[config.mk]
export PLATFORM = sky130hd
export DESIGN_NAME = counting_semaphore_task_switch
export DESIGN_NICKNAME = d
export VERILOG_FILES = /design/src/rtl/core/ctsw_pkg.sv /design/src/rtl/core/ctsw_ram.sv /design/src/rtl/core/ctsw_ctrl.sv /design/src/rtl/core/ctsw_dp.sv /design/src/rtl/core/counting_semaphore_task_switch.sv
export SDC_FILE = /design/constraint.sdc
export NUM_CORES = 1
export LEC_CHECK = 0
export BUFFER_PORTS_ARGS = -buffer_cell sky130_fd_sc_hd__buf_2
export CORE_ASPECT_RATIO = 1.5
export CORE_MARGIN = 5
export CORE_UTILIZATION = 46
export DETAILED_ROUTE_END_ITERATION = 8
export GPL_TIMING_DRIVEN = 1
export PLACE_DENSITY = 0.73
export SYNTH_ARGS = -nofsm -noshare
export SYNTH_HDL_FRONTEND = slang
export SYNTH_SLANG_ARGS = --single-unit
[constraint.sdc]
create_clock -name clk_i -period 3.4 [get_ports clk_i]
set_input_delay 0.34 -clock clk_i [delete_from_list [all_inputs] [get_ports clk_i]]
set_output_delay 0.34 -clock clk_i [all_outputs]
set_load 0.05 [all_outputs]
[src/rtl/core/ctsw_pkg.sv]
package ctsw_pkg;

  localparam int unsigned MAX_TASKS_DEF  = 16;
  localparam int unsigned COUNT_BITS_DEF = 8;

  localparam int unsigned ID_W     = 4;
  localparam int unsigned CNT_W    = 8;
  localparam int unsigned DEPTH_W  = 5;
  localparam int unsigned CFG_IDX_W = 1;
  localparam int unsigned CFG_W    = 8;

  // configuration register indexes
  localparam logic [CFG_IDX_W-1:0] REG_INIT_COUNT = 1'b0;
  localparam logic [CFG_IDX_W-1:0] REG_INIT_TASK  = 1'b1;

  typedef enum logic [1:0] {
    OP_WAIT    = 2'd0,
    OP_SIGNAL  = 2'd1,
    OP_SUSPEND = 2'd2,
    OP_ADMIT   = 2'd3
  } op_e;

  typedef enum logic [1:0] {
    ST_OK       = 2'd0,
    ST_DEADLOCK = 2'd1,
    ST_FULL     = 2'd2,
    ST_SAT      = 2'd3
  } status_e;

  typedef struct packed {
    op_e             opcode;
    logic [ID_W-1:0] task_id;
  } in_t;

  typedef struct packed {
    logic [ID_W-1:0]    running_task;
    logic               switched;
    status_e            status;
    logic [CNT_W-1:0]   sem_count;
    logic [DEPTH_W-1:0] waiting_depth;
    logic [DEPTH_W-1:0] ready_depth;
  } out_t;

  // controller -> datapath commands
  typedef struct packed {
    logic capture;  // transaction accepted: latch item, read queue heads
    logic commit;   // apply update and load result register
  } ctrl_cmd_t;

endpackage

[src/rtl/core/ctsw_ram.sv]
module ctsw_ram #(
  parameter int unsigned WIDTH = 4,
  parameter int unsigned DEPTH = 16
) (
  input  logic                     clk_i,
  input  logic                     we_i,
  input  logic [$clog2(DEPTH)-1:0] waddr_i,
  input  logic [WIDTH-1:0]         wdata_i,
  input  logic                     re_i,
  input  logic [$clog2(DEPTH)-1:0] raddr_i,
  output logic [WIDTH-1:0]         rdata_o
);

  logic [WIDTH-1:0] mem_q [DEPTH];
  logic [WIDTH-1:0] rdata_q;

  always_ff @(posedge clk_i) begin
    if (we_i) begin
      mem_q[waddr_i] <= wdata_i;
    end
    if (re_i) begin
      rdata_q <= mem_q[raddr_i];
    end
  end

  assign rdata_o = rdata_q;

endmodule

[src/rtl/core/ctsw_ctrl.sv]
module ctsw_ctrl (
  input  logic                  clk_i,
  input  logic                  rst_ni,
  input  logic                  in_valid_i,
  output logic                  in_stall_o,
  output logic                  out_valid_o,
  input  logic                  out_stall_i,
  output ctsw_pkg::ctrl_cmd_t   cmd_o
);

  import ctsw_pkg::*;

  typedef enum logic {
    S_IDLE,
    S_EXEC
  } state_e;

  state_e state_q, state_d;
  logic   out_valid_q, out_valid_d;
  logic   out_free;

  assign out_free      = !out_valid_q || !out_stall_i;
  assign cmd_o.capture = (state_q == S_IDLE) && in_valid_i;
  assign cmd_o.commit  = (state_q == S_EXEC) && out_free;
  assign in_stall_o    = (state_q != S_IDLE);
  assign out_valid_o   = out_valid_q;

  always_comb begin
    state_d     = state_q;
    out_valid_d = out_valid_q && out_stall_i;
    unique case (state_q)
      S_IDLE: begin
        if (in_valid_i) begin
          state_d = S_EXEC;
        end
      end
      S_EXEC: begin
        if (out_free) begin
          state_d     = S_IDLE;
          out_valid_d = 1'b1;
        end
      end
      default: state_d = S_IDLE;
    endcase
  end

  always_ff @(posedge clk_i or negedge rst_ni) begin
    if (!rst_ni) begin
      state_q     <= S_IDLE;
      out_valid_q <= 1'b0;
    end else begin
      state_q     <= state_d;
      out_valid_q <= out_valid_d;
    end
  end

endmodule

[src/rtl/core/ctsw_dp.sv]
module ctsw_dp #(
  parameter int unsigned MAX_TASKS  = ctsw_pkg::MAX_TASKS_DEF,
  parameter int unsigned COUNT_BITS = ctsw_pkg::COUNT_BITS_DEF
) (
  input  logic                          clk_i,
  input  logic                          rst_ni,
  input  logic                          cfg_we_i,
  input  logic [ctsw_pkg::CFG_IDX_W-1:0] cfg_idx_i,
  input  logic [ctsw_pkg::CFG_W-1:0]    cfg_wdata_i,
  input  ctsw_pkg::in_t                 in_data_i,
  input  ctsw_pkg::ctrl_cmd_t           cmd_i,
  output ctsw_pkg::out_t                out_data_o
);

  import ctsw_pkg::*;

  localparam int unsigned PTR_W  = $clog2(MAX_TASKS);
  localparam int unsigned FILL_W = $clog2(MAX_TASKS + 1);
  localparam logic [FILL_W-1:0] FILL_FULL = FILL_W'(MAX_TASKS);
  localparam logic [PTR_W-1:0]  PTR_LAST  = PTR_W'(MAX_TASKS - 1);

  function automatic logic [PTR_W-1:0] ptr_inc(input logic [PTR_W-1:0] p);
    return (p == PTR_LAST) ? '0 : p + PTR_W'(1);
  endfunction

  in_t                   item_q;
  logic [COUNT_BITS-1:0] sem_q, sem_d;
  logic [ID_W-1:0]       run_q, run_d;
  logic [PTR_W-1:0]      rhead_q, rhead_d, rtail_q, rtail_d;
  logic [PTR_W-1:0]      whead_q, whead_d, wtail_q, wtail_d;
  logic [FILL_W-1:0]     rfill_q, rfill_d, wfill_q, wfill_d;
  out_t                  out_q;

  logic            rq_we, wq_we;
  logic [ID_W-1:0] rq_wdata, wq_wdata;
  logic [ID_W-1:0] rq_rdata, wq_rdata;
  logic            switched;
  status_e         status;

  ctsw_ram #(.WIDTH(ID_W), .DEPTH(MAX_TASKS)) u_ready_ram (
    .clk_i   (clk_i),
    .we_i    (rq_we && cmd_i.commit),
    .waddr_i (rtail_q),
    .wdata_i (rq_wdata),
    .re_i    (cmd_i.capture),
    .raddr_i (rhead_q),
    .rdata_o (rq_rdata)
  );

  ctsw_ram #(.WIDTH(ID_W), .DEPTH(MAX_TASKS)) u_wait_ram (
    .clk_i   (clk_i),
    .we_i    (wq_we && cmd_i.commit),
    .waddr_i (wtail_q),
    .wdata_i (wq_wdata),
    .re_i    (cmd_i.capture),
    .raddr_i (whead_q),
    .rdata_o (wq_rdata)
  );

  // one operation, using the head entries read at capture
  always_comb begin
    sem_d    = sem_q;
    run_d    = run_q;
    rhead_d  = rhead_q;
    rtail_d  = rtail_q;
    rfill_d  = rfill_q;
    whead_d  = whead_q;
    wtail_d  = wtail_q;
    wfill_d  = wfill_q;
    rq_we    = 1'b0;
    wq_we    = 1'b0;
    rq_wdata = item_q.task_id;
    wq_wdata = run_q;
    switched = 1'b0;
    status   = ST_OK;
    unique case (item_q.opcode)
      OP_WAIT: begin
        if (sem_q != '0) begin
          sem_d = sem_q - COUNT_BITS'(1);
        end else if (rfill_q == '0) begin
          status = ST_DEADLOCK;
        end else if (wfill_q == FILL_FULL) begin
          status = ST_FULL;
        end else begin
          rhead_d  = ptr_inc(rhead_q);
          rfill_d  = rfill_q - FILL_W'(1);
          wq_we    = 1'b1;
          wtail_d  = ptr_inc(wtail_q);
          wfill_d  = wfill_q + FILL_W'(1);
          run_d    = rq_rdata;
          switched = 1'b1;
        end
      end
      OP_SIGNAL: begin
        if (wfill_q == '0) begin
          if (&sem_q) begin
            status = ST_SAT;
          end else begin
            sem_d = sem_q + COUNT_BITS'(1);
          end
        end else if (rfill_q == FILL_FULL) begin
          status = ST_FULL;
        end else begin
          whead_d  = ptr_inc(whead_q);
          wfill_d  = wfill_q - FILL_W'(1);
          rq_we    = 1'b1;
          rq_wdata = wq_rdata;
          rtail_d  = ptr_inc(rtail_q);
          rfill_d  = rfill_q + FILL_W'(1);
        end
      end
      OP_SUSPEND: begin
        // head was read before the tail write, so a full queue rotates too
        if (rfill_q != '0) begin
          rhead_d  = ptr_inc(rhead_q);
          rq_we    = 1'b1;
          rq_wdata = run_q;
          rtail_d  = ptr_inc(rtail_q);
          run_d    = rq_rdata;
          switched = 1'b1;
        end
      end
      OP_ADMIT: begin
        if (rfill_q == FILL_FULL) begin
          status = ST_FULL;
        end else begin
          rq_we   = 1'b1;
          rtail_d = ptr_inc(rtail_q);
          rfill_d = rfill_q + FILL_W'(1);
        end
      end
      default: status = ST_OK;
    endcase
  end

  always_ff @(posedge clk_i) begin
    if (cmd_i.capture) begin
      item_q <= in_data_i;
    end
    if (cmd_i.commit) begin
      out_q.running_task  <= run_d;
      out_q.switched      <= switched;
      out_q.status        <= status;
      out_q.sem_count     <= CNT_W'(sem_d);
      out_q.waiting_depth <= DEPTH_W'(wfill_d);
      out_q.ready_depth   <= DEPTH_W'(rfill_d);
    end
  end

  always_ff @(posedge clk_i or negedge rst_ni) begin
    if (!rst_ni) begin
      sem_q   <= '0;
      run_q   <= '0;
      rhead_q <= '0;
      rtail_q <= '0;
      rfill_q <= '0;
      whead_q <= '0;
      wtail_q <= '0;
      wfill_q <= '0;
    end else if (cmd_i.commit) begin
      sem_q   <= sem_d;
      run_q   <= run_d;
      rhead_q <= rhead_d;
      rtail_q <= rtail_d;
      rfill_q <= rfill_d;
      whead_q <= whead_d;
      wtail_q <= wtail_d;
      wfill_q <= wfill_d;
    end else if (cfg_we_i) begin
      unique case (cfg_idx_i)
        REG_INIT_COUNT: begin
          sem_q   <= COUNT_BITS'(cfg_wdata_i);
          whead_q <= '0;
          wtail_q <= '0;
          wfill_q <= '0;
        end
        REG_INIT_TASK: run_q <= cfg_wdata_i[ID_W-1:0];
        default: run_q <= run_q;
      endcase
    end
  end

  assign out_data_o = out_q;

endmodule

[src/rtl/core/counting_semaphore_task_switch.sv]
// Task scheduler with one counting semaphore and two FIFO queues.
//
// Input channel (in_valid_i / in_stall_o / in_data_i): one transaction is
// one operation: wait, signal, suspend, or admit of in_data_i.task_id.
// Output channel (out_valid_o / out_stall_i / out_data_o): one result per
// operation: running task, switch flag, status, count and queue depths.
// Configuration: cfg_we_i writes cfg_wdata_i to register cfg_idx_i
// (0 = initial count, also empties the wait queue; 1 = initial task).
// Write only while no operation is in flight.
//
// Sequence: an accepted input transaction moves the controller to its
// execute state; the result register and out_valid_o are loaded when the
// execute state ends, which waits until the output register is free.
// Operations do not overlap: in_stall_o is high in the execute state. The
// queue RAMs have a registered read, so the heads are fetched in the accept
// cycle and the update is done in the execute state.
// The result sits in an output register, so a new operation is accepted
// while it waits. If the receiver stalls, the following operation holds in
// its execute state until the output register frees up.
// Reset: count 0, running task 0, both queues empty. Queue RAM contents are
// not cleared; pointers and fill counts alone define what is valid.
module counting_semaphore_task_switch #(
  parameter int unsigned MAX_TASKS  = ctsw_pkg::MAX_TASKS_DEF,
  parameter int unsigned COUNT_BITS = ctsw_pkg::COUNT_BITS_DEF
) (
  input  logic                           clk_i,
  input  logic                           rst_ni,
  input  logic                           cfg_we_i,
  input  logic [ctsw_pkg::CFG_IDX_W-1:0] cfg_idx_i,
  input  logic [ctsw_pkg::CFG_W-1:0]     cfg_wdata_i,
  input  logic                           in_valid_i,
  output logic                           in_stall_o,
  input  ctsw_pkg::in_t                  in_data_i,
  output logic                           out_valid_o,
  input  logic                           out_stall_i,
  output ctsw_pkg::out_t                 out_data_o
);

  import ctsw_pkg::*;

  ctrl_cmd_t cmd;

  // sequencing: accept, execute, hand off to output register
  ctsw_ctrl u_ctrl (
    .clk_i       (clk_i),
    .rst_ni      (rst_ni),
    .in_valid_i  (in_valid_i),
    .in_stall_o  (in_stall_o),
    .out_valid_o (out_valid_o),
    .out_stall_i (out_stall_i),
    .cmd_o       (cmd)
  );

  // scheduler state, queue RAMs and result register
  ctsw_dp #(
    .MAX_TASKS  (MAX_TASKS),
    .COUNT_BITS (COUNT_BITS)
  ) u_dp (
    .clk_i       (clk_i),
    .rst_ni      (rst_ni),
    .cfg_we_i    (cfg_we_i),
    .cfg_idx_i   (cfg_idx_i),
    .cfg_wdata_i (cfg_wdata_i),
    .in_data_i   (in_data_i),
    .cmd_i       (cmd),
    .out_data_o  (out_data_o)
  );

endmodule
==> results of run 1 <==
==> per-stage QoR <==
stage                     cell area, sq um  utilization  hold WS (ps)  power [W]
after floorplan                       9980            -          44.4    0.00632
after CTS                            11000        0.512          4.05    0.00931
after global placement               10500        0.485           483    0.00724
final                                11000        0.512          20.9    0.00928
after detailed placement             10500        0.485           494    0.00728
after global routing                 11000        0.512          5.26    0.00977
==> final cells by class <==
class	instances	area [sq um]	share of cell area
inverter	24	90.1	0.00816
tap	272	340	0.0308
sequential	207	6020	0.545
timing repair buffer	62	350	0.0317
clock buffer	22	497	0.0450
clock inverter	12	85.1	0.00770
multi-input combinational	501	3670	0.332
==> worst max-delay path, delay by kind of cell (launching register included) <==
kind          cells  cell delay [ps]
buf+inv           1              140
simple gates      5             1890
fa+ha+maj         1              240
flops             1              450
==> final timing paths <==
check	end	slack, ps	cells past startpoint
min in group clk_i	u_dp.item_q[2]	20	1
worst min register to register	u_ctrl.out_valid_o	520	1
worst max register to register	u_dp.u_wait_ram.mem_q[7][1]	380	7
worst max-delay path	u_dp.u_wait_ram.mem_q[7][1]	380	7
max in group asynchronous	u_dp.run_q[1]	2720	1
worst min-delay path	u_dp.sem_q[6]	20	1
==> logic make-up (layout without fill, tap and decap cells) <==
| family | Yosys count | in the layout | synth area share |
|---|---|---|---|
| fa+ha+maj | 21 | 21 | 0.0263 |
| simple gates | 222 | 222 | 0.124 |
| buf+inv | 73 | 120 | 0.0303 |
| xor+xnor | 8 | 8 | 0.00702 |
| mux | 60 | 60 | 0.0813 |
| compound gates | 190 | 190 | 0.128 |
| flops | 207 | 207 | 0.603 |
==> sequential cells by signal (all words and copies together) (netlist names), 5 cells and up <==
register and flops:
u_dp.u_ready_ram.mem_q 64, u_dp.wfill_q 5, u_dp.sem_q 8, u_dp.u_wait_ram.mem_q 64, u_dp.out_data_o 25, u_dp.item_q 6, u_dp.rfill_q 5
==> where the power goes <==
part	switching [W]	leakage [nW]	internal, W
clock	0.000900	0.286	0.00113
combinational	0.00212	1.64	0.00112
sequential	0.000585	2.04	0.00343
total	0.00360	3.96	0.00567
==> cells in the mapped netlist (all sizes together) (7+ instances only) <==
cell type  number
o22ai           9
nor2           36
xnor2           7
nand3          30
ha             21
inv            23
a221oi         13
mux2            8
and3           17
and4            8
nand2          52
nor4            8
o21ai          47
dfrtp          40
and2           15
clkbuf         34
a21oi          40
nor2b           7
a22o            9
nor3           12
buf            15
mux2i          36
mux4           16
edfxtp        167
a22oi          20
==> metal layers <==
metal  vias up  wire length (microns)
met1      3309                   8840
li1       3103                      -
met5         -                      0
met3        48                   1220
met4         0                    663
met2       240                  12600
==> load_flow_metrics.sql, run 1 <==
INSERT INTO impl_metrics (metric_group, metric, value, unit) VALUES
('route', 'detailedRoute.firstIterationViolations', '506', ''),
('timing', 'final.setup.tns', '0', 'ps'),
('cts', 'cts-buffers-inserted', '19', ''),
('synth', 'ys_warn_count', '0', ''),
('synth', 'post_synth_instance_area', '0.00998', 'sq mm'),
('route', 'drt_pass_1_iters', '6', ''),
('cts', 'cts_resized', '0', ''),
('synth', 'synthCells', '781', ''),
('grt', 'grtUsageMet3', '0.0249', ''),
('timing', 'slew_headroom', '0.312', ''),
('route', 'via_per_inst', '6.09', ''),
('critical_path', 'timing_worst_setup_path_type', 'reg -> reg', ''),
('grt', 'grt_pass1_vias', '6724', ''),
('critical_path', 'critPathArrivalTime', '3210', 'ps'),
('grt', 'number_of_antenna_violations_at_the_first_check_in_global_routing', '0', ''),
('layout', 'fill_cells', '1807', ''),
('critical_path', 'critical_path.startpoint_type', 'register', ''),
('cts', 'clkSlewWorstSetupHoldPaths', '70', 'ps'),
('route', 'drt_wl_total', '23400', 'microns'),
('route', 'vias', '6700', ''),
('place', 'post-place-cells', '1066', ''),
('critical_path', 'critical_register_to_register_path_startpoint', 'u_dp.sem_q[0]', ''),
('grt', 'grt_pass1_wl', '37000', 'microns'),
('power_and_ir_drop', 'cellLeakagePower', '3.96', 'nW'),
('synth', 'yosysSeqAreaShare', '0.603', ''),
('layout', 'layout.cells.most_common', 'sky130_fd_sc_hd__edfxtp_1', ''),
('die', 'die_y', '190', 'microns'),
('run', 'cap_viol_max_count', '0', ''),
('grt', 'grt_met1_usage', '0.226', ''),
('synth', 'synth.area.top_cells', 'sky130_fd_sc_hd__edfxtp_1 50%, sky130_fd_sc_hd__dfrtp_1 10%, sky130_fd_sc_hd__mux2i_1 3.6%, sky130_fd_sc_hd__mux4_2 3.6%, sky130_fd_sc_hd__ha_1 2.6%', ''),
('status', 'run_status', 'finished clean', ''),
('timing', 'layout_worst_path_cycle_share', '0.887', ''),
('synth', 'edff_count_synth', '167', ''),
('die', 'floorplan.initialDensity', '0.463', ''),
('timing', 'worst-slew-pin-transition', '1030', 'ps'),
('die', 'fp.coreArea', '0.0216', 'sq mm'),
('critical_path', 'slowest_delay', '550', 'ps'),
('critical_path', 'cp_cell_sequence', 'inv_1, ha_1, nor3b_2, nand2_1, or3_1, nor3b_1, and2_1', ''),
('layout', 'antenna_cells_inserted', '0', ''),
('grt', 'globalRouteTotalUtil', '0.190', ''),
('timing', 'timing.final.crit_period', '3020', 'ps'),
('cts', 'cts_root_buf', 'sky130_fd_sc_hd__clkbuf_16', ''),
('timing', 'final_hold_viol_count', '0', ''),
('place', 'finalWeightedCongestion', '0.900', ''),
('synth', 'post-synth-top-area-cell', 'sky130_fd_sc_hd__edfxtp_1', ''),
('route', 'count_of_nets_left_with_antenna_violations_after_detail_routing', '0', ''),
('cts', 'tritoncts_clock_tree', 'built', ''),
('grt', 'grt-busiest-layer', 'met2', ''),
('synth', 'postSynthNetCount', '822', ''),
('cts', 'cts.htree.levels', '1', ''),
('cts', 'post_cts_hold_buffer_count', '0', ''),
('synth', 'synthesis.area_per_instance', '12.8', 'sq um'),
('timing', 'fin_ws', '383', 'ps'),
('layout', 'final_layout_size_suffix_gt1_frac', '0.162', ''),
('grt', 'grt_max_degree', '55', ''),
('layout', 'mostFrequentLayoutCells', '167 x sky130_fd_sc_hd__edfxtp_1, 52 x sky130_fd_sc_hd__nand2_1, 46 x sky130_fd_sc_hd__buf_2', ''),
('die', 'rows', '66', ''),
('grt', 'grt.met2_usage', '0.351', ''),
('critical_path', 'cp_data_required_time', '3590', 'ps'),
('timing', 'maxSlewViolCount', '0', ''),
('cts', 'clk-insertion-delay-late', '490', 'ps'),
('synth', 'postSynthRegisterBits', '207', ''),
('synth', 'post_synth_num_cell_types', '77', ''),
('timing', 'final-setup-viol-count', '0', ''),
('die', 'io-pin-count', '47', ''),
('critical_path', 'startpoint', 'u_dp.sem_q[0]', ''),
('cts', 'clock-sinks', '207', ''),
('timing', 'clock.fmax', '0.331', 'GHz'),
('layout', 'instances_no_fill', '1100', ''),
('die', 'die_w', '130', 'microns'),
('place', 'detailedPlacementHpwl', '16600', 'microns');
(Power assumes the default switching activity.)
==> run 2, diff against run 1 <==
Settings changed: PLACE_DENSITY 0.73 to not set, SLEW_MARGIN set to 20.
==> run 2 against run 1 <==
Compared with the run above: utilization grew 0.69 points; clock skew shrank 2.2 ps; setup slack gained 99 ps; via count rose by 1.0%; register-to-register slack improved by 99 ps; combinational power is 2% higher; sequential share of layout area down 0.72 points; flip-flop and latch count is the same; wire length up 8.7%; first-iteration DRC count rose by 30%; clock power grew 11%; fmax up 3.4%; largest cell class unchanged.
==> load_flow_metrics.sql, run 2 (synthesized netlist as in run 1, its figures left out) <==
INSERT INTO impl_metrics (metric_group, metric, value, unit) VALUES
('critical_path', 'critical_path.startpoint_type', 'register', ''),
('grt', 'grt_pass1_wl', '39000', 'microns'),
('timing', 'slew_headroom', '0.450', ''),
('critical_path', 'critPathTopFamily', 'simple AND/OR/NAND/NOR gates', ''),
('die', 'io-pin-count', '47', ''),
('grt', 'grt_pass1_vias', '6769', ''),
('critical_path', 'timing_worst_setup_path_type', 'reg -> reg', ''),
('timing', 'fin_ws', '481', 'ps'),
('critical_path', 'critical_path_cell_count', '6', ''),
('critical_path', 'crit_path_end_kind', 'register', ''),
('place', 'pre_cts_slack', '541', 'ps'),
('cts', 'clk-insertion-delay-late', '500', 'ps'),
('timing', 'layout_worst_path_cycle_share', '0.859', ''),
('die', 'floorplan.initialDensity', '0.463', ''),
('route', 'detail_route.drc_violations', '0', ''),
('cts', 'cts_root_buf', 'sky130_fd_sc_hd__clkbuf_16', ''),
('timing', 'clock.fmax', '0.343', 'GHz'),
('layout', 'multiInputGateArea', '0.00367', 'sq mm'),
('layout', 'instances_no_fill', '1111', ''),
('layout', 'area_growth_from_synthesis_to_layout', '12.2', '%'),
('power_and_ir_drop', 'totalPowerFinal', '0.00957', 'W'),
('timing', 'setup_repair_after_global_routing_missed_its_margin', 'false', ''),
('layout', 'layout.cells.most_common', 'sky130_fd_sc_hd__edfxtp_1', ''),
('place', 'detailedPlacementHpwl', '18200', 'microns'),
('place', 'numPortBuffers', '46', ''),
('critical_path', 'path_buf_inv', '1', ''),
('cts', 'cts.htree.levels', '1', ''),
('power_and_ir_drop', 'power_density', '855', 'mW/mm^2'),
('route', 'drt_wl_total', '25400', 'microns'),
('cts', 'cts-buffers-inserted', '21', ''),
('timing', 'clock_skew', '7.58', 'ps'),
('route', 'via_per_inst', '6.09', ''),
('timing', 'fin_worst_hold_slack', '24.7', 'ps'),
('worst_hold_path', 'min-delay-path-class', 'in -> reg', ''),
('critical_path', 'rr_worst_depth', '6', ''),
('route', 'drt_pass_1_iters', '5', ''),
('power_and_ir_drop', 'cellLeakagePower', '4.03', 'nW'),
('layout', 'finalNetCount', '865', ''),
('cts', 'clock-sinks', '207', ''),
('layout', 'antenna_cells_inserted', '0', ''),
('grt', 'globalRouteTotalUtil', '0.204', ''),
('die', 'fp.coreArea', '0.0216', 'sq mm'),
('critical_path', 'worst_path_max_delay_cell', 'sky130_fd_sc_hd__nor4bb_1', ''),
('timing', 'worst-slew-pin-transition', '821', 'ps'),
('critical_path', 'critical_path.reg2reg.endpoint', 'u_dp.out_data_o[8]', ''),
('timing', 'final-setup-viol-count', '0', ''),
('timing', 'timing.final.crit_period', '2920', 'ps'),
('cts', 'clock_tree.buffer_depth', '3', ''),
('grt', 'grt_remaining_overflow', '0', ''),
('worst_hold_path', 'hold_end', 'u_dp.item_q[5]', ''),
('place', 'post-place-cells', '1069', ''),
('critical_path', 'slowest_delay', '650', 'ps'),
('critical_path', 'worst-path-max-fanout', '8', ''),
('die', 'dieArea', '0.0248', 'sq mm'),
('timing', 'final.setup.tns', '0', 'ps'),
('cts', 'tritoncts_clock_tree', 'built', ''),
('cts', 'clkSlewWorstSetupHoldPaths', '60', 'ps'),
('critical_path', 'cp_cell_sequence', 'inv_1, ha_1, nor4bb_1, nand3_1, a221o_1, mux2_2', ''),
('status', 'run_status', 'finished clean', ''),
('die', 'die_y', '190', 'microns'),
('layout', 'final_layout_size_suffix_gt1_frac', '0.166', ''),
('die', 'die_w', '130', 'microns'),
('critical_path', 'critical_register_to_register_path_startpoint', 'u_dp.sem_q[0]', ''),
('run', 'cap_viol_max_count', '0', ''),
('worst_hold_path', 'launch_point_of_the_worst_hold_path', 'in_data_i[5]', ''),
('timing', 'maxSlewViolCount', '0', ''),
('grt', 'grt_max_degree', '55', ''),
('route', 'drt-wirelength-per-cell', '22.9', 'microns'),
('layout', 'mostFrequentLayoutCells', '167 x sky130_fd_sc_hd__edfxtp_1, 52 x sky130_fd_sc_hd__nand2_1, 45 x sky130_fd_sc_hd__o21ai_0, 45 x sky130_fd_sc_hd__buf_2', ''),
('layout', 'fill_cells', '1837', ''),
('place', 'finalWeightedCongestion', '0.911', ''),
('critical_path', 'cp_data_required_time', '3650', 'ps'),
('power_and_ir_drop', 'vdd_ir_drop_max', '0.000504', 'V'),
('route', 'count_of_nets_left_with_antenna_violations_after_detail_routing', '0', ''),
('timing', 'final_hold_viol_count', '0', ''),
('layout', 'register_area', '0.00602', 'sq mm'),
('critical_path', 'critPathArrivalTime', '3170', 'ps'),
('route', 'detailedRoute.firstIterationViolations', '659', ''),
('route', 'vias', '6767', ''),
('die', 'rows', '66', ''),
('critical_path', 'setup.reg_to_reg.worst_slack', '480', 'ps'),
('grt', 'number_of_antenna_violations_at_the_first_check_in_global_routing', '0', ''),
('worst_hold_path', 'min_path_cells', '1', '');
run 2: changes by cell type in the layout (fill, tap and decap cells not counted), sizes merged:
cell | before | now
buf | 62 | 65
bufinv | 1 | 2
clkbuf | 22 | 24
clkinv | 10 | 11
clkinvlp | 1 | 0
dlygate4sd3 | 0 | 4
inv | 24 | 25
run 2: how the worst max path moves through the flow:
stage                      start                       endpoint  slack [ps]
3_3_place_gp     u_dp.wfill_q[0]  u_dp.u_ready_ram.mem_q[14][1]         340
6_report           u_dp.sem_q[0]             u_dp.out_data_o[8]         480
5_1_grt           u_dp.item_q[4]             u_dp.out_data_o[8]         290
3_5_place_dp      u_dp.item_q[4]             u_dp.out_data_o[8]         540
4_1_cts           u_dp.item_q[4]             u_dp.out_data_o[8]         530
2_1_floorplan  u_ctrl.in_stall_o             u_dp.out_data_o[0]         620
run 2: final cells by class:
type | count | share of cell area
clock buffers | 24 | 0.0480
clock inverters | 14 | 0.0110
inverters | 24 | 0.00805
multi-input cells | 501 | 0.328
flip-flops and latches | 207 | 0.538
well taps | 272 | 0.0304
repair buffers | 69 | 0.0371
run 2: routing by layer:
metal  global-route usage  share of wire  up-vias
met2                0.369           0.53      214
met5                    0              0        -
met1                0.250           0.39     3376
li1                     -              -     3131
met4               0.0604          0.026        0
met3               0.0289          0.048       46
run 2: per-stage QoR:
stage / area [sq um] / util
6_report: 11200 / 0.519
3_3_place_gp: 10500 / 0.486
3_5_place_dp: 10500 / 0.487
4_1_cts: 11200 / 0.518
2_1_floorplan: 9980 / -
5_1_grt: 11200 / 0.519
run 2: where the power goes:
group          total [W]  leakage [nW]  internal [W]  switching (W)
registers        0.00402          2.04       0.00343       0.000595
clock network    0.00225         0.323       0.00129       0.000962
logic            0.00329          1.67       0.00114        0.00215
run 2: what timing repair did:
action | CTS | global route
hold buffers | 2 | 2
endpoints found under the hold margin | 2 | 41
setup buffers | 0 | 0
gates resized for setup | 0 | 0
==> run 3, diff against run 2 <==
Settings changed: RECOVER_POWER set to 50.
Clock period 3.4 ns to 2.6 ns, I/O delays scaled along.
==> run 3 against run 2 <==
Compared with the run above: the flow now finishes with violations (max-capacitance violations, max-slew violations); critical path depth grew 2; fmax grew 18%; largest cell class unchanged; clock power grew 37%; count of clock-buffer cells in the layout shrank 4; highest routed layer unchanged; via count grew 1.2%; flip-flop and latch count is the same; worst hold slack gained 38 ps.
==> load_flow_metrics.sql, run 3 (synthesized netlist as in run 1, its figures left out) <==
INSERT INTO impl_metrics (metric_group, metric, value, unit) VALUES
('cts', 'clkSlewWorstSetupHoldPaths', '60', 'ps'),
('timing', 'clock_skew', '21.1', 'ps'),
('power_and_ir_drop', 'power.share.sequential', '0.383', ''),
('timing', 'worst-slew-pin-transition', '1610', 'ps'),
('timing', 'fin_ws', '126', 'ps'),
('critical_path', 'cp_data_required_time', '2850', 'ps'),
('route', 'count_of_nets_left_with_antenna_violations_after_detail_routing', '0', ''),
('grt', 'globalRouteTotalUtil', '0.204', ''),
('power_and_ir_drop', 'power_density', '1120', 'mW/mm^2'),
('critical_path', 'critical_path.startpoint_type', 'register', ''),
('power_and_ir_drop', 'comb_power_share', '0.380', ''),
('critical_path', 'timing_worst_setup_path_type', 'reg -> reg', ''),
('timing', 'setup_repair_after_global_routing_missed_its_margin', 'false', ''),
('cts', 'cts_root_buf', 'sky130_fd_sc_hd__clkbuf_16', ''),
('die', 'die_y', '190', 'microns'),
('timing', 'slew_headroom', '-0.0738', ''),
('power_and_ir_drop', 'power.internal', '0.00804', 'W'),
('timing', 'final-setup-viol-count', '0', ''),
('route', 'detail_route.drc_violations', '0', ''),
('power_and_ir_drop', 'clock_power_share', '0.237', ''),
('grt', 'grt_met1_usage', '0.258', ''),
('timing', 'layout_worst_path_cycle_share', '0.952', ''),
('cts', 'clock_tree.buffer_depth', '3', ''),
('place', 'detailed_place.area', '0.0109', 'sq mm'),
('timing', 'clock.fmax', '0.404', 'GHz'),
('route', 'drt_wl_total', '25100', 'microns'),
('critical_path', 'worst-path-max-fanout', '16', ''),
('grt', 'grt-busiest-layer', 'met2', ''),
('layout', 'layout.cells.most_common', 'sky130_fd_sc_hd__edfxtp_1', ''),
('grt', 'grt_pass1_wl', '39400', 'microns'),
('grt', 'grt.met2_usage', '0.364', ''),
('status', 'violated_checks', 'max-capacitance violations, max-slew violations', ''),
('route', 'vias', '6845', ''),
('cts', 'cts.htree.levels', '1', ''),
('route', 'via_per_inst', '5.90', ''),
('die', 'fp.coreArea', '0.0216', 'sq mm'),
('timing', 'maxSlewViolCount', '23', ''),
('grt', 'grt_pass1_vias', '6995', ''),
('grt', 'grt_remaining_overflow', '0', ''),
('route', 'detailedRoute.firstIterationViolations', '515', ''),
('die', 'die_w', '130', 'microns'),
('power_and_ir_drop', 'power_switching', '0.00496', 'W'),
('cts', 'clock-sinks', '207', ''),
('place', 'finalWeightedCongestion', '0.910', ''),
('timing', 'final.setup.tns', '0', 'ps'),
('place', 'pre_cts_slack', '2.46', 'ps'),
('layout', 'end_of_flow_core_utilization', '0.538', ''),
('route', 'drt_pass_1_iters', '5', ''),
('grt', 'grtUsageMet3', '0.0266', ''),
('power_and_ir_drop', 'cellLeakagePower', '4.16', 'nW'),
('layout', 'antenna_cells_inserted', '0', ''),
('power_and_ir_drop', 'totalPowerFinal', '0.0130', 'W'),
('layout', 'post-route-cell-area', '0.0116', 'sq mm'),
('die', 'floorplan.initialDensity', '0.463', ''),
('power_and_ir_drop', 'vdd_ir_drop_max', '0.000665', 'V'),
('run', 'cap_viol_max_count', '1', ''),
('critical_path', 'crit_path_end_kind', 'register', ''),
('grt', 'grt_max_degree', '55', ''),
('die', 'rows', '66', ''),
('die', 'io-pin-count', '47', ''),
('layout', 'final_layout_size_suffix_gt1_frac', '0.170', ''),
('layout', 'finalNetCount', '915', ''),
('status', 'run_status', 'finished, violations left', ''),
('grt', 'number_of_antenna_violations_at_the_first_check_in_global_routing', '0', ''),
('timing', 'final_hold_viol_count', '0', ''),
('cts', 'clk-insertion-delay-late', '500', 'ps'),
('layout', 'fill_cells', '1818', ''),
('cts', 'cts-buffers-inserted', '20', ''),
('critical_path', 'critPathArrivalTime', '2720', 'ps'),
('cts', 'tritoncts_clock_tree', 'built', ''),
('layout', 'mostFrequentLayoutCells', '167 x sky130_fd_sc_hd__edfxtp_1, 52 x sky130_fd_sc_hd__nand2_1, 47 x sky130_fd_sc_hd__clkbuf_1, 47 x sky130_fd_sc_hd__buf_4, 45 x sky130_fd_sc_hd__o21ai_0', ''),
('die', 'dieArea', '0.0248', 'sq mm'),
('worst_hold_path', 'min-delay-path-class', 'in -> reg', ''),
('timing', 'timing.final.crit_period', '2470', 'ps'),
('power_and_ir_drop', 'switching_share', '0.382', ''),
('place', 'numPortBuffers', '46', ''),
('place', 'detailedPlacementHpwl', '18000', 'microns'),
('layout', 'area_growth_from_synthesis_to_layout', '16.2', '%'),
('route', 'drt-wirelength-per-cell', '21.6', 'microns');
==> run 3: per-layer routing <==
metal,routed length [microns],share of wire
met1,10300,0.41
met2,13100,0.52
met3,1040,0.042
met4,663,0.026
met5,0,0
==> run 3: area by class of cell <==
cell class | instances | area (sq um) | area share
multi-input combinational | 501 | 3700 | 0.319
sequential | 207 | 6020 | 0.519
timing repair buffer | 120 | 734 | 0.0634
inverter | 24 | 90.1 | 0.00777
clock buffer | 20 | 500 | 0.0432
tap | 272 | 340 | 0.0294
clock inverter | 16 | 213 | 0.0184
==> run 3: path summary, 6_finish.rpt <==
path	startpoint	to	slack [ps]	cells after the start
max	u_dp.rfill_q[1]	u_dp.u_ready_ram.mem_q[15][3]	130	8
max reg2reg	u_dp.rfill_q[1]	u_dp.u_ready_ram.mem_q[15][3]	130	8
min	cfg_wdata_i[6]	u_dp.sem_q[6]	60	2
min in group asynchronous	rst_ni	u_dp.rfill_q[4]	700	2
max in group asynchronous	rst_ni	u_dp.wtail_q[0]	580	3
min reg2reg	u_ctrl.out_valid_o	u_ctrl.out_valid_o	510	1
==> run 3: stage by stage <==
stage | hold slack [ps] | cells
final | 63.0 | 1160
after global routing | 47.6 | 1160
after CTS | 51.6 | 1160
after detailed placement | 318 | 1115
after global placement | 303 | 1115
after floorplan | -35.6 | 781
==> run 3: what timing repair did <==
item,in CTS,in global routing
resized for setup,1,10
pin swaps,0,1
setup endpoints to repair,4,106
endpoints found under the hold margin,28,0
buffers inserted,0,0
hold buffers,9,0
==> run 3: power groups by stage <==
stage	Combinational (W)	Sequential [W]	Clock (W)
after floorplan	0.00272	0.00555	0
after global routing	0.00533	0.00504	0.00330
after CTS	0.00503	0.00496	0.00315
final	0.00493	0.00498	0.00308
after global placement	0.00493	0.00500	0
after detailed placement	0.00500	0.00502	0
==> run 3: critical path, cell delays in order (launching register included) <==
cell                      delay, ps
sky130_fd_sc_hd__dfrtp_1        420
sky130_fd_sc_hd__inv_1           90
sky130_fd_sc_hd__ha_1           240
sky130_fd_sc_hd__or4b_1         520
sky130_fd_sc_hd__and2_2         290
sky130_fd_sc_hd__a21oi_1        130
sky130_fd_sc_hd__nor3_1          60
sky130_fd_sc_hd__buf_4          190
sky130_fd_sc_hd__and4_1         270
